[src/sbf_pkg.sv]
// ----------------------------------------------------------------------------
// sbf_pkg
// shared types, constants and lookup functions of the syllable splitter
// ----------------------------------------------------------------------------
`default_nettype none

package sbf_pkg;

	localparam int MAX_WORD_DEF = 16;

	// walk modes
	localparam logic [1:0] MODE_SPLIT = 2'd0;
	localparam logic [1:0] MODE_WHOLE = 2'd1;
	localparam logic [1:0] MODE_SPELL = 2'd2;

	// letter codes
	localparam logic [7:0] CH_A  = 8'h61;
	localparam logic [7:0] CH_B  = 8'h62;
	localparam logic [7:0] CH_D  = 8'h64;
	localparam logic [7:0] CH_E  = 8'h65;
	localparam logic [7:0] CH_I  = 8'h69;
	localparam logic [7:0] CH_K  = 8'h6B;
	localparam logic [7:0] CH_L  = 8'h6C;
	localparam logic [7:0] CH_Q  = 8'h71;
	localparam logic [7:0] CH_S  = 8'h73;
	localparam logic [7:0] CH_U  = 8'h75;
	localparam logic [7:0] CH_V  = 8'h76;
	localparam logic [7:0] CH_W  = 8'h77;
	localparam logic [7:0] CH_X  = 8'h78;
	localparam logic [7:0] CH_UC = 8'hFB;
	localparam logic [7:0] CH_UE = 8'hFC;

	localparam logic [4:0] ST_VOWEL = 5'd0;
	localparam logic [4:0] ST_CONS  = 5'd1;

	typedef struct packed {
		logic       load;
		logic       start;
		logic       step;
		logic       tail;
		logic       done;
		logic [1:0] mode;
	} sbf_cmd_t;

	typedef struct packed {
		logic ofree;
		logic whole_ok;
		logic err_end;
		logic last_letter;
		logic more_pieces;
	} sbf_sts_t;

	// pattern machine row: letters to emit and next state on vowel / consonant
	typedef struct packed {
		logic [2:0] kv;
		logic [4:0] nv;
		logic [2:0] kc;
		logic [4:0] nc;
		logic       bc;
		logic       eok;
	} sbf_row_t;

	typedef struct packed {
		logic [2:0] k;
		logic [4:0] nx;
		logic       bad;
	} sbf_next_t;

	typedef struct packed {
		logic [2:0] len;
		logic [7:0] c0;
		logic [7:0] c1;
		logic [7:0] c2;
	} sbf_piece_t;

	localparam sbf_row_t FSM_ROWS [18] = '{
		'{3'd1, 5'd0,  3'd0, 5'd2,  1'b0, 1'b1},
		'{3'd0, 5'd3,  3'd0, 5'd4,  1'b0, 1'b0},
		'{3'd1, 5'd3,  3'd0, 5'd5,  1'b0, 1'b1},
		'{3'd2, 5'd0,  3'd0, 5'd6,  1'b0, 1'b1},
		'{3'd0, 5'd7,  3'd0, 5'd8,  1'b0, 1'b0},
		'{3'd2, 5'd3,  3'd0, 5'd9,  1'b0, 1'b1},
		'{3'd2, 5'd3,  3'd0, 5'd10, 1'b0, 1'b1},
		'{3'd3, 5'd0,  3'd0, 5'd11, 1'b0, 1'b1},
		'{3'd0, 5'd12, 3'd0, 5'd0,  1'b1, 1'b0},
		'{3'd3, 5'd3,  3'd0, 5'd13, 1'b0, 1'b1},
		'{3'd3, 5'd3,  3'd0, 5'd14, 1'b0, 1'b1},
		'{3'd3, 5'd3,  3'd0, 5'd15, 1'b0, 1'b1},
		'{3'd4, 5'd0,  3'd0, 5'd16, 1'b0, 1'b1},
		'{3'd3, 5'd7,  3'd0, 5'd0,  1'b1, 1'b1},
		'{3'd4, 5'd3,  3'd4, 5'd4,  1'b0, 1'b1},
		'{3'd4, 5'd3,  3'd0, 5'd17, 1'b0, 1'b1},
		'{3'd4, 5'd3,  3'd5, 5'd1,  1'b0, 1'b1},
		'{3'd5, 5'd3,  3'd0, 5'd0,  1'b1, 1'b1}
	};

	function automatic logic is_vowel(input logic [7:0] c);
		case (c)
			8'h61, 8'h41, 8'hE2, 8'hC2, 8'h65, 8'h45, 8'hFD, 8'h49, 8'hEE, 8'hCE, 8'h69,
			8'hDD, 8'h6F, 8'h4F, 8'hF6, 8'hD6, 8'h75, 8'h55, 8'hFB, 8'hDB, 8'hFC,
			8'hDC: return 1'b1;
			default: return 1'b0;
		endcase
	endfunction

	function automatic sbf_next_t fsm_next(input logic [4:0] st, input logic v);
		sbf_row_t  r;
		sbf_next_t n;
		r = FSM_ROWS[st];
		if (v) begin
			n = '{r.kv, r.nv, 1'b0};
		end else begin
			n = '{r.kc, r.nc, r.bc};
		end
		return n;
	endfunction

	function automatic logic end_ok(input logic [4:0] st);
		return FSM_ROWS[st].eok;
	endfunction

	// one spelled-out piece of a letter
	function automatic sbf_piece_t spell_piece(input logic [7:0] c, input logic [1:0] sub);
		sbf_piece_t p;
		if (is_vowel(c)) begin
			p = '{3'd1, c, 8'h00, 8'h00};
		end else if (c == CH_W) begin
			if (sub == 2'd0) begin
				p = '{3'd3, CH_D, CH_U, CH_B};
			end else if (sub == 2'd1) begin
				p = '{3'd2, CH_L, CH_UE, 8'h00};
			end else begin
				p = '{3'd2, CH_V, CH_E, 8'h00};
			end
		end else if (c == CH_Q) begin
			p = '{3'd2, CH_K, CH_UC, 8'h00};
		end else if (c == CH_X) begin
			p = '{3'd3, CH_I, CH_K, CH_S};
		end else if (c == CH_K) begin
			p = '{3'd2, CH_K, CH_A, 8'h00};
		end else begin
			p = '{3'd2, c, CH_E, 8'h00};
		end
		return p;
	endfunction

endpackage

`default_nettype wire

[src/sbf_ram.sv]
// ----------------------------------------------------------------------------
// sbf_ram
// generic single write, single read ram with registered read data
// ----------------------------------------------------------------------------
`default_nettype none

module sbf_ram #(
	parameter int WIDTH = 8,
	parameter int DEPTH = 16
) (
	input  wire logic                     clk,
	input  wire logic                     we,
	input  wire logic [$clog2(DEPTH)-1:0] waddr,
	input  wire logic [WIDTH-1:0]         wdata,
	input  wire logic [$clog2(DEPTH)-1:0] raddr,
	output      logic [WIDTH-1:0]         rdata
);

	logic [WIDTH-1:0] mem_q [DEPTH];

	always_ff @(posedge clk) begin
		if (we) begin
			mem_q[waddr] <= wdata;
		end
		rdata <= mem_q[raddr];
	end

endmodule

`default_nettype wire

[src/sbf_datapath.sv]
// ----------------------------------------------------------------------------
// sbf_datapath
// word store, pattern machine, pending letter buffer and result register
// ----------------------------------------------------------------------------
`default_nettype none

module sbf_datapath import sbf_pkg::*; #(
	parameter int MAX_WORD = MAX_WORD_DEF
) (
	input  wire logic     clk,
	input  wire logic     arst_n,
	input  wire logic [7:0] letter,
	input  wire logic     word_end,
	input  wire logic     lexicon_hit,
	input  wire sbf_cmd_t cmd,
	output      sbf_sts_t sts,
	input  wire logic     out_ready,
	output      logic     out_valid,
	output      logic [2:0] syl_len,
	output      logic [7:0] ch0,
	output      logic [7:0] ch1,
	output      logic [7:0] ch2,
	output      logic [7:0] ch3,
	output      logic [7:0] ch4,
	output      logic [7:0] ch5,
	output      logic     final_syllable,
	output      logic     spelled_out
);

	localparam int AW = $clog2(MAX_WORD);
	localparam int LW = $clog2(MAX_WORD + 1);

	logic [LW-1:0] len_q;
	logic [AW-1:0] rp_q;
	logic [4:0]    st_q;
	logic          err_q;
	logic          lex_q;
	logic [1:0]    sub_q;
	logic [2:0]    pc_q;
	logic [7:0]    pb_q [7];
	logic [7:0]    nb [7];

	logic          we;
	logic [7:0]    rdata;
	logic          v_in;
	logic          v_d;
	sbf_next_t     nin;
	sbf_next_t     nwd;
	logic [2:0]    kk;
	logic          last;
	logic          more;
	sbf_piece_t    pc_sp;

	logic          ov_q;
	logic [2:0]    len_o_q;
	logic [7:0]    ch_o_q [6];
	logic          fin_o_q;
	logic          sp_o_q;

	assign we = cmd.load && (len_q < LW'(MAX_WORD));

	sbf_ram #(
		.WIDTH(8),
		.DEPTH(MAX_WORD)
	) u_store (
		.clk  (clk),
		.we   (we),
		.waddr(len_q[AW-1:0]),
		.wdata(letter),
		.raddr(rp_q),
		.rdata(rdata)
	);

	assign v_in  = is_vowel(letter);
	assign v_d   = is_vowel(rdata);
	assign nin   = fsm_next(st_q, v_in);
	assign nwd   = fsm_next(st_q, v_d);
	assign kk    = (cmd.mode == MODE_SPLIT && rp_q != '0) ? nwd.k : 3'd0;
	assign last  = (LW'(rp_q) + LW'(1)) == len_q;
	assign more  = (rdata == CH_W) && (sub_q != 2'd2) && (cmd.mode == MODE_SPELL);
	assign pc_sp = spell_piece(rdata, sub_q);

	always_comb begin
		for (int i = 0; i < 7; i++) begin
			nb[i] = (i + int'(kk) < 7) ? pb_q[i + int'(kk)] : 8'h00;
			if (3'(i) == pc_q - kk) begin
				nb[i] = rdata;
			end
		end
	end

	assign sts.ofree       = !ov_q || out_ready;
	assign sts.whole_ok    = lex_q && (len_q >= LW'(2)) && (len_q <= LW'(4));
	assign sts.err_end     = err_q || !end_ok(st_q);
	assign sts.last_letter = last;
	assign sts.more_pieces = more;

	always_ff @(posedge clk or negedge arst_n) begin
		if (!arst_n) begin
			len_q <= '0;
			rp_q  <= '0;
			st_q  <= ST_VOWEL;
			err_q <= 1'b0;
			lex_q <= 1'b0;
			sub_q <= 2'd0;
			pc_q  <= 3'd0;
		end else begin
			if (we) begin
				len_q <= len_q + LW'(1);
				if (len_q == '0) begin
					st_q  <= v_in ? ST_VOWEL : ST_CONS;
					err_q <= 1'b0;
				end else if (!err_q) begin
					if (nin.bad) begin
						err_q <= 1'b1;
					end else begin
						st_q <= nin.nx;
					end
				end
			end
			if (cmd.load && word_end) begin
				lex_q <= lexicon_hit;
			end
			if (cmd.start) begin
				rp_q  <= '0;
				pc_q  <= 3'd0;
				sub_q <= 2'd0;
			end
			if (cmd.step) begin
				if (cmd.mode != MODE_SPELL) begin
					pc_q <= pc_q - kk + 3'd1;
					if (cmd.mode == MODE_SPLIT) begin
						st_q <= (rp_q == '0) ? (v_d ? ST_VOWEL : ST_CONS) : nwd.nx;
					end
				end
				if (more) begin
					sub_q <= sub_q + 2'd1;
				end else begin
					sub_q <= 2'd0;
					if (!last) begin
						rp_q <= rp_q + AW'(1);
					end
				end
			end
			if (cmd.done) begin
				len_q <= '0;
			end
		end
	end

	always_ff @(posedge clk) begin
		if (cmd.start) begin
			for (int i = 0; i < 7; i++) begin
				pb_q[i] <= 8'h00;
			end
		end else if (cmd.step && cmd.mode != MODE_SPELL) begin
			for (int i = 0; i < 7; i++) begin
				pb_q[i] <= nb[i];
			end
		end
	end

	// result register
	always_ff @(posedge clk or negedge arst_n) begin
		if (!arst_n) begin
			ov_q <= 1'b0;
		end else begin
			if (ov_q && out_ready) begin
				ov_q <= 1'b0;
			end
			if ((cmd.step && (kk != 3'd0 || cmd.mode == MODE_SPELL)) || cmd.tail) begin
				ov_q <= 1'b1;
			end
		end
	end

	always_ff @(posedge clk) begin
		if (cmd.tail) begin
			len_o_q <= pc_q;
			for (int i = 0; i < 6; i++) begin
				ch_o_q[i] <= pb_q[i];
			end
			fin_o_q <= 1'b1;
			sp_o_q  <= 1'b0;
		end else if (cmd.step && cmd.mode == MODE_SPELL) begin
			len_o_q   <= pc_sp.len;
			ch_o_q[0] <= pc_sp.c0;
			ch_o_q[1] <= pc_sp.c1;
			ch_o_q[2] <= pc_sp.c2;
			ch_o_q[3] <= 8'h00;
			ch_o_q[4] <= 8'h00;
			ch_o_q[5] <= 8'h00;
			fin_o_q   <= last && !more;
			sp_o_q    <= 1'b1;
		end else if (cmd.step && kk != 3'd0) begin
			len_o_q <= kk;
			for (int i = 0; i < 6; i++) begin
				ch_o_q[i] <= (3'(i) < kk) ? pb_q[i] : 8'h00;
			end
			fin_o_q <= 1'b0;
			sp_o_q  <= 1'b0;
		end
	end

	assign out_valid      = ov_q;
	assign syl_len        = len_o_q;
	assign ch0            = ch_o_q[0];
	assign ch1            = ch_o_q[1];
	assign ch2            = ch_o_q[2];
	assign ch3            = ch_o_q[3];
	assign ch4            = ch_o_q[4];
	assign ch5            = ch_o_q[5];
	assign final_syllable = fin_o_q;
	assign spelled_out    = sp_o_q;

	a_pend_max: assert property (@(posedge clk) disable iff (!arst_n)
		pc_q <= 3'd6)
		else $error("pending buffer overrun");

	a_len_max: assert property (@(posedge clk) disable iff (!arst_n)
		len_q <= LW'(MAX_WORD))
		else $error("word length beyond store");

	a_out_hold: assert property (@(posedge clk) disable iff (!arst_n)
		ov_q && !out_ready |=> ov_q && $stable(len_o_q) && $stable(fin_o_q))
		else $error("waiting result beat changed");

endmodule

`default_nettype wire

[src/sbf_ctrl.sv]
// ----------------------------------------------------------------------------
// sbf_ctrl
// sequencer: letter load, mode choice, store walk and final syllable
// ----------------------------------------------------------------------------
`default_nettype none

module sbf_ctrl import sbf_pkg::*; (
	input  wire logic     clk,
	input  wire logic     arst_n,
	input  wire logic     in_valid,
	input  wire logic     word_end,
	output      logic     in_ready,
	input  wire sbf_sts_t sts,
	output      sbf_cmd_t cmd
);

	localparam logic [2:0] S_LOAD   = 3'd0;
	localparam logic [2:0] S_DECIDE = 3'd1;
	localparam logic [2:0] S_RD     = 3'd2;
	localparam logic [2:0] S_STEP   = 3'd3;
	localparam logic [2:0] S_TAIL   = 3'd4;

	logic [2:0] state_q;
	logic [2:0] state_d;
	logic [1:0] mode_q;
	logic [1:0] mode_d;

	always_comb begin
		state_d   = state_q;
		mode_d    = mode_q;
		in_ready  = 1'b0;
		cmd       = '0;
		cmd.mode  = mode_q;
		unique case (state_q)
			S_LOAD: begin
				in_ready = 1'b1;
				cmd.load = in_valid;
				if (in_valid && word_end) begin
					state_d = S_DECIDE;
				end
			end
			S_DECIDE: begin
				if (sts.whole_ok) begin
					mode_d = MODE_WHOLE;
				end else if (sts.err_end) begin
					mode_d = MODE_SPELL;
				end else begin
					mode_d = MODE_SPLIT;
				end
				cmd.start = 1'b1;
				state_d   = S_RD;
			end
			S_RD: begin
				state_d = S_STEP;
			end
			S_STEP: begin
				if (sts.ofree) begin
					cmd.step = 1'b1;
					if (sts.more_pieces) begin
						state_d = S_STEP;
					end else if (sts.last_letter) begin
						if (mode_q == MODE_SPELL) begin
							cmd.done = 1'b1;
							state_d  = S_LOAD;
						end else begin
							state_d = S_TAIL;
						end
					end else begin
						state_d = S_RD;
					end
				end
			end
			S_TAIL: begin
				if (sts.ofree) begin
					cmd.tail = 1'b1;
					cmd.done = 1'b1;
					state_d  = S_LOAD;
				end
			end
			default: begin
				state_d = S_LOAD;
			end
		endcase
	end

	always_ff @(posedge clk or negedge arst_n) begin
		if (!arst_n) begin
			state_q <= S_LOAD;
			mode_q  <= MODE_SPLIT;
		end else begin
			state_q <= state_d;
			mode_q  <= mode_d;
		end
	end

	a_step_free: assert property (@(posedge clk) disable iff (!arst_n)
		(cmd.step || cmd.tail) |-> sts.ofree)
		else $error("result issued into a full output register");

	a_tail_mode: assert property (@(posedge clk) disable iff (!arst_n)
		state_q == S_TAIL |-> mode_q != MODE_SPELL)
		else $error("tail syllable in spelling mode");

	a_start_walk: assert property (@(posedge clk) disable iff (!arst_n)
		cmd.start |=> state_q == S_RD && !in_ready)
		else $error("walk did not follow start");

endmodule

`default_nettype wire

[src/syllable_boundary_fsm.sv]
// ----------------------------------------------------------------------------
// syllable_boundary_fsm
// splits a word of letter beats into syllables with a vowel/consonant pattern
// machine, with whole-word and spelled-out fallbacks
// ----------------------------------------------------------------------------
// sequence: letters load while in_ready is high; then a decision state, a read
//   and a step state per stored letter, a step per extra spelled piece and a tail
//   state for the last syllable unless spelled out; held results add waits
// throughput: one word at a time; no letters are taken while the store is walked
// reset: arst_n clears length, pattern state, sequencer and output valid; the
//   word store contents are not cleared
`default_nettype none

module syllable_boundary_fsm import sbf_pkg::*; #(
	parameter int MAX_WORD = MAX_WORD_DEF
) (
	input  wire logic       clk,
	input  wire logic       arst_n,
	input  wire logic       in_valid,
	output      logic       in_ready,
	input  wire logic [7:0] letter,
	input  wire logic       word_end,
	input  wire logic       lexicon_hit,
	output      logic       out_valid,
	input  wire logic       out_ready,
	output      logic [2:0] syl_len,
	output      logic [7:0] ch0,
	output      logic [7:0] ch1,
	output      logic [7:0] ch2,
	output      logic [7:0] ch3,
	output      logic [7:0] ch4,
	output      logic [7:0] ch5,
	output      logic       final_syllable,
	output      logic       spelled_out
);

	sbf_cmd_t cmd;
	sbf_sts_t sts;

	sbf_ctrl u_ctrl (
		.clk     (clk),
		.arst_n  (arst_n),
		.in_valid(in_valid),
		.word_end(word_end),
		.in_ready(in_ready),
		.sts     (sts),
		.cmd     (cmd)
	);

	sbf_datapath #(
		.MAX_WORD(MAX_WORD)
	) u_dp (
		.clk           (clk),
		.arst_n        (arst_n),
		.letter        (letter),
		.word_end      (word_end),
		.lexicon_hit   (lexicon_hit),
		.cmd           (cmd),
		.sts           (sts),
		.out_ready     (out_ready),
		.out_valid     (out_valid),
		.syl_len       (syl_len),
		.ch0           (ch0),
		.ch1           (ch1),
		.ch2           (ch2),
		.ch3           (ch3),
		.ch4           (ch4),
		.ch5           (ch5),
		.final_syllable(final_syllable),
		.spelled_out   (spelled_out)
	);

endmodule

`default_nettype wire
[config.mk]
export PLATFORM = sky130hd
export DESIGN_NAME = syllable_boundary_fsm
export DESIGN_NICKNAME = d
export VERILOG_FILES = /design/src/sbf_pkg.sv /design/src/sbf_ram.sv /design/src/sbf_datapath.sv /design/src/sbf_ctrl.sv /design/src/syllable_boundary_fsm.sv
export SDC_FILE = /design/constraint.sdc
export NUM_CORES = 1
export LEC_CHECK = 0
export BUFFER_PORTS_ARGS = -buffer_cell sky130_fd_sc_hd__buf_2
export CAP_MARGIN = 20
export CORE_MARGIN = 10
export CORE_UTILIZATION = 30
export CTS_BUF_LIST = sky130_fd_sc_hd__clkbuf_4 sky130_fd_sc_hd__clkbuf_8
export DETAILED_ROUTE_END_ITERATION = 6
export GPL_ROUTABILITY_DRIVEN = 0
export PLACE_DENSITY_LB_ADDON = 0.08
export SETUP_SLACK_MARGIN = 0.02
export SYNTH_ARGS = -nofsm -noshare
export SYNTH_HDL_FRONTEND = slang
export SYNTH_SLANG_ARGS = --single-unit
[constraint.sdc]
create_clock -name clk -period 7.5 [get_ports clk]
set_clock_uncertainty 0.15 [all_clocks]
set_input_delay 1.5 -clock clk [delete_from_list [all_inputs] [get_ports clk]]
set_output_delay 1.5 -clock clk [all_outputs]
set_load 0.01 [all_outputs]
After elaboration in Yosys (flattened, before gate mapping) --
Memory sizes are Yosys's and may differ from the RTL's. A register that Yosys moved wholly into a read port is not among the register bits. Index checks and enable logic that the tools add are counted.
Word-level totals: register bits after elaboration 32, memory bits (writable) 232, bits in read-only memories 576, output and inout bits 55, word-level logic and storage cells 292, memories kept 4
Operators by class: add/subtract/negate cells 12, order comparisons 17, equal/unequal tests 66, muxes and demuxes 123, bitwise gates (word level) 20, reduce and logical (&&, ||, !) cells 37
Memory list:
- (no name shown) | depth 32, width 18, read ports 1, clocked after memory_dff 0, wr ports 0, line sbf_pkg.sv:119 | return FSM_ROWS[st].eok;
- u_dp.u_store.mem_q | depth 16, width 8, read ports 1, clocked after memory_dff 1, wr ports 1, line sbf_ram.sv:19 | logic [WIDTH-1:0] mem_q [DEPTH];
- u_dp.pb_q | depth 7, width 8, read ports 13, clocked after memory_dff 0, wr ports 7, line sbf_datapath.sv:40 | logic [7:0] pb_q [7];
- u_dp.ch_o_q | depth 6, width 8, read ports 6, clocked after memory_dff 0, wr ports 6, line sbf_datapath.sv:56 | logic [7:0] ch_o_q [6];
Operator list (count):
- 8-bit 2-to-1 mux | 39
- 8-bit by 7-bit == test with 1-bit output (second input constant) | 24
- 8-bit == test (second input constant) | 24
- 32-bit by 4-bit < comparator with 1-bit output (second input constant) | 6
- 27-bit 2-to-1 mux | 5
- 5-bit 2-to-1 mux | 10
- 22-bit OR reduction | 2
- 3-bit 2-to-1 mux | 13
- 1-bit 2-to-1 mux | 38
- 18-bit 2-to-1 mux | 2
- 24-bit 2-to-1 mux | 1
- 21-bit 2-to-1 mux | 1
- 1-bit OR | 19
- 4-bit 2-to-1 mux | 4
- 3-bit case mux with 5 select lines | 1
- 1-bit logical AND | 14
- 3-bit by 3-bit adder with 4-bit output (first input constant) | 3
- 2-bit 2-to-1 mux | 6
- 3-bit == test (first input constant) | 3
- 9-bit 2-to-1 mux | 1
- 2-bit by 3-bit adder with 4-bit output (first input constant) | 2
- 2-bit inequality test (second input constant) | 4
- 2-bit nonzero test | 4
- 2-bit by 3-bit == test with 1-bit output (first input constant) | 2
- 35 further kinds | 47

Depth between registers and ports, before layout --
depth after elaboration 13, gate-level depth with buffers 25

By module --
Synthesis repeated with hierarchy kept, for this count alone.
Second synthesis, totals: cells, all modules 1272, area total of the unflattened synthesis 15130.8 µm²
Modules (own cells, without submodules):
- sbf_datapath | instances 1, cells an instance 1016, area an instance 9675.5 µm²
- sbf_ram | instances 1, cells an instance 229, area an instance 5147.4 µm²
- sbf_ctrl | instances 1, cells an instance 27, area an instance 307.8 µm²

Least setup slack after synthesis --
No wires, ideal clock.
path type register to register, from reg u_dp.rp_q[1], to mem u_dp.pb_q[3][1] (data pin), setup time 0.130 ns, arrival time 4.953 ns, required time 7.220 ns, slack 2.267 ns, stages on the path, launching flop included 26, clock period less this slack 5.233 ns, cell sequence dfrtp_1 > clkbuf_1 > buf_1 > inv_1 > ha_1 > or3b_1 > buf_2 > nand2_2 > nor4_4 > o21ai_4 > and2_4 > inv_4 > buf_6 > buf_6 > ha_1 > fa_1 > xnor2_1 > nor3_2 > nor2_4 > inv_2 > buf_4 > ha_1 > or4_1 > buf_2 > a211oi_1 > a211o_1
RTL lines:
- start: declaration | line sbf_datapath.sv:34 | logic [AW-1:0] rp_q;
- start signal: assignment | line sbf_datapath.sv:141 | rp_q <= rp_q + AW'(1);
- end: declaration | line sbf_datapath.sv:40

==> key figures <==
Job
  • Total of max-cap violations: 0

Route
  • DRC viols: 0
  • Number of vias per cell: approximately 5.4
  • DRT antenna net count: 0
  • Initial drt markers: roughly 1100
  • Detailed Route WL: about 50000 um
  • Drt first pass iters: 5
  • Average wire per standard cell: roughly 25 um
  • Vias: about 11000

Yosys
  • Post-synth top flop: edfxtp_1
  • Number of flops mapped to enable cells by yosys: approximately 240
  • Post-synth top area cell: edfxtp_1
  • Synth Register Bits: 272
  • Top-count cell post-synth: edfxtp_1
  • Syn Nets: roughly 1400
  • Area contributors post-synth: edfxtp_1 47%, dfrtp_1 4.5%, mux2i_1 4.5%
  • Library cells used by synthesis: 90
  • Async set-reset flop share out of synthesis: 9.93%
  • Post-synth top cells: 235 x edfxtp_1, 116 x nor2_1, 107 x nand2_1
  • Syn Area/Cell: 11.4 um^2
  • Synth warn: 0
  • Synth top area share: between 40 and 50%
  • Syn Std Cell Area: between 10000 and 15000 um^2
  • Cells after Synth: approximately 1300
  • Post-synthesis sequential area ratio: 53.3%

Pwr
  • Sw Share: a little under half
  • Power share of the sequential group: 34.0%
  • Leakage power: roughly 6 nW
  • Combinational Power Share: roughly 49%
  • Maximum VDD drop: about 0.26 mV
  • Net Switching: between 0.004 and 0.005 W
  • Pwr Total: a little over 0.009 W
  • PD cells: roughly 540 nW/um^2
  • Clk pwr share: between 10% and 20%
  • Internal: 0.00489 W

Cells and area
  • Fillcell total: 4971
  • Finished Cell Area: around 17000 um^2
  • Diode count: 0
  • Final core utilization: 34.5%
  • Share of layout cells above drive strength 1: a little under a fifth
  • Layout Nets: 1403
  • Fin cells: between 2000 and 2500
  • Layout area overhead: 13.4%

CTS
  • Num CTS Buffers: 51
  • Post-CTS sizing: 0
  • Clock tree from TritonCTS: built
  • CTS root buffer: clkbuf_8
  • Post-CTS setup buffer count: 0
  • Clock buffer depth: 3
  • Depth of the CTS H-tree: 2
  • # hold bufs at CTS: 0
  • Clock latency on the worst-skew pair: about 640 ps
  • CTS sink cnt: 272
  • Clock slew at reported path FFs: approximately 50 ps

STA
  • Worst slew pin tran: approximately 1100 ps
  • Final Slew Violations: 0
  • Final min period: between 6000 and 7000 ps
  • Fmax: 159 MHz
  • Setup TNS: 0 ps
  • Final setup violation count: 0
  • Final period utilization: between 80% and 90%
  • RSZ-0062 raised after global routing: no
  • Slew margin rel.: approximately 24%
  • Fin. Hold Viols: 0

Critical path
  • Critical Path RT: between 7000 and 8000 ps
  • CP Class: reg -> reg
  • CP startpoint kind: flop
  • Origin of the critical flop-to-flop path: u_dp.u_store.rdata[3]
  • Crit Path Max Fanout: 32
  • Endpoint type of the worst setup path: flop
  • CP Launch Point: u_dp.u_store.rdata[3]
  • Arr. time, crit path: 6390 ps

Global routing
  • Tot GR Track Use: between 10% and 20%
  • Largest net degree at the start of global routing: between 50 and 60
  • First-pass GRT wire length: ~77000 um
  • GRT Residual Overflow: 0
  • Initial antenna violation count: 0
  • Number of global-route vias before repair: 11400

Worst hold path
  • Hold path start: u_dp.final_syllable
  • Hold WC Path Type: reg -> reg

Placed design
  • Placed Area: between 15000 and 20000 um^2
  • Number of I/O port buffers: between 60 and 70
  • Detail Placement HPWL: about 36000 um
  • Placed cell count: slightly below 2000

Die
  • Die area: between 50000 and 60000 um^2
  • Starting density of the core: roughly 30%
  • Die X: around 240 um
  • I/O pin count: 69
  • # rows: 81
  • Die Ht: roughly 240 um
  • Core area: roughly 49000 um^2

Outcome
  • Status: finished, final reports clean
layer usage:
metal / part of all wire (%) / GRT usage [%] / vias to the layer above
met4: 3.9 / 7.44 / 0
li1: - / - / 5146
met5: 0 / 0 / -
met1: 43 / 21.5 / 5592
met2: 48 / 28.5 / 376
met3: 5.4 / 2.80 / 110
per-stage QoR:
step / setup WS (ps) / hold WS (ps)
floorplan: 2270 / 329
global placement: 1470 / 285
detailed placement: 1370 / 292
finish: 1220 / 301
global route: 833 / 319
CTS: 1330 / 304
layout by cell type, fill, tap and decap left out, types with 12 or more instances in the layout:
master | netlist | layout
a31oi_1 | 13 | 13
mux2i_1 | 67 | 67
a211o_1 | 14 | 14
buf_4 | 3 | 19
nand2_1 | 107 | 106
dfrtp_1 | 27 | 26
a221o_1 | 16 | 16
clkbuf_4 | 0 | 20
o22ai_1 | 12 | 12
and2_1 | 34 | 34
a211oi_1 | 35 | 35
nor2_1 | 116 | 116
buf_2 | 18 | 69
inv_1 | 23 | 22
ha_1 | 29 | 28
nand3_1 | 33 | 33
mux2_2 | 18 | 18
nor3_1 | 12 | 12
clkbuf_8 | 0 | 54
a22o_1 | 23 | 23
a31o_2 | 17 | 17
mux4_2 | 16 | 16
o221ai_1 | 12 | 12
o21ai_0 | 72 | 72
a21oi_1 | 65 | 65
nor2b_1 | 15 | 14
edfxtp_1 | 235 | 235
nand3b_1 | 12 | 12
final timing paths:
| path | slack (ps) | cells past startpoint | endpoint |
|---|---|---|---|
| setup / recovery | 1220 | 17 | u_dp.pb_q[3][1] |
| hold / removal | 300 | 1 | u_dp.final_syllable |
| setup reg to reg | 1220 | 17 | u_dp.pb_q[3][1] |
| hold reg to reg | 300 | 1 | u_dp.final_syllable |
| max in group asynchronous | 5950 | 1 | u_dp.rp_q[0] |
| min in group asynchronous | 750 | 1 | u_dp.len_q[0] |
state kept, by name (all words and copies together), names as in the netlist, 4 cells and up:
| name | count |
|---|---|
| u_dp.st_q | 5 |
| u_dp.len_q | 5 |
| u_dp.pb_q | 56 |
| u_dp.u_store.mem_q | 128 |
| u_dp.ch_o_q | 48 |
| u_dp.rp_q | 4 |
| u_dp.u_store.rdata | 8 |
critical path, cell delays in order, from the launching register on:
cell	delay [ps]
dfxtp_1	920
nand3b_1	360
nor4_2	400
nor4_2	130
nand3_2	100
buf_4	320
and2_4	480
inv_4	280
ha_1	280
fa_1	370
xnor2_1	330
o21a_1	250
nor2_4	70
inv_2	200
ha_1	200
nand4b_1	340
nor3_1	80
nor2_1	580
cells by family (layout without fill, tap and decap cells):
family / after synthesis / count (layout) / share of synthesized area, %
multiplexers: 102 / 102 / 8.37
buffers and inverters: 117 / 205 / 3.47
flip-flops: 272 / 272 / 53.3
adder cells (fa/ha/maj): 30 / 30 / 2.57
AO/OA/AOI/OAI: 381 / 381 / 18.2
AND/OR/NAND/NOR: 395 / 395 / 13.4
XOR/XNOR: 11 / 11 / 0.647
power groups by stage:
| stage | sequential (W) | clock (W) | combinational, W |
|---|---|---|---|
| floorplan | 0.00268 | 0 | 0.00317 |
| global placement | 0.00312 | 0 | 0.00453 |
| detailed placement | 0.00311 | 0 | 0.00452 |
| CTS | 0.00308 | 0.00159 | 0.00453 |
| global route | 0.00315 | 0.00166 | 0.00495 |
| finish | 0.00312 | 0.00154 | 0.00452 |
area by class of cell:
cell class / count / area (um^2) / share of cell area (%)
clock inverters: 16 / 176 / 1.05
multi-input cells: 919 / 6450 / 38.2
inverters: 27 / 104 / 0.615
clock buffers: 74 / 893 / 5.29
repair buffers: 88 / 488 / 2.89
flip-flops and latches: 272 / 7930 / 47.0
well taps: 664 / 831 / 4.92
Note: power is estimated with default switching activity, not from simulation.
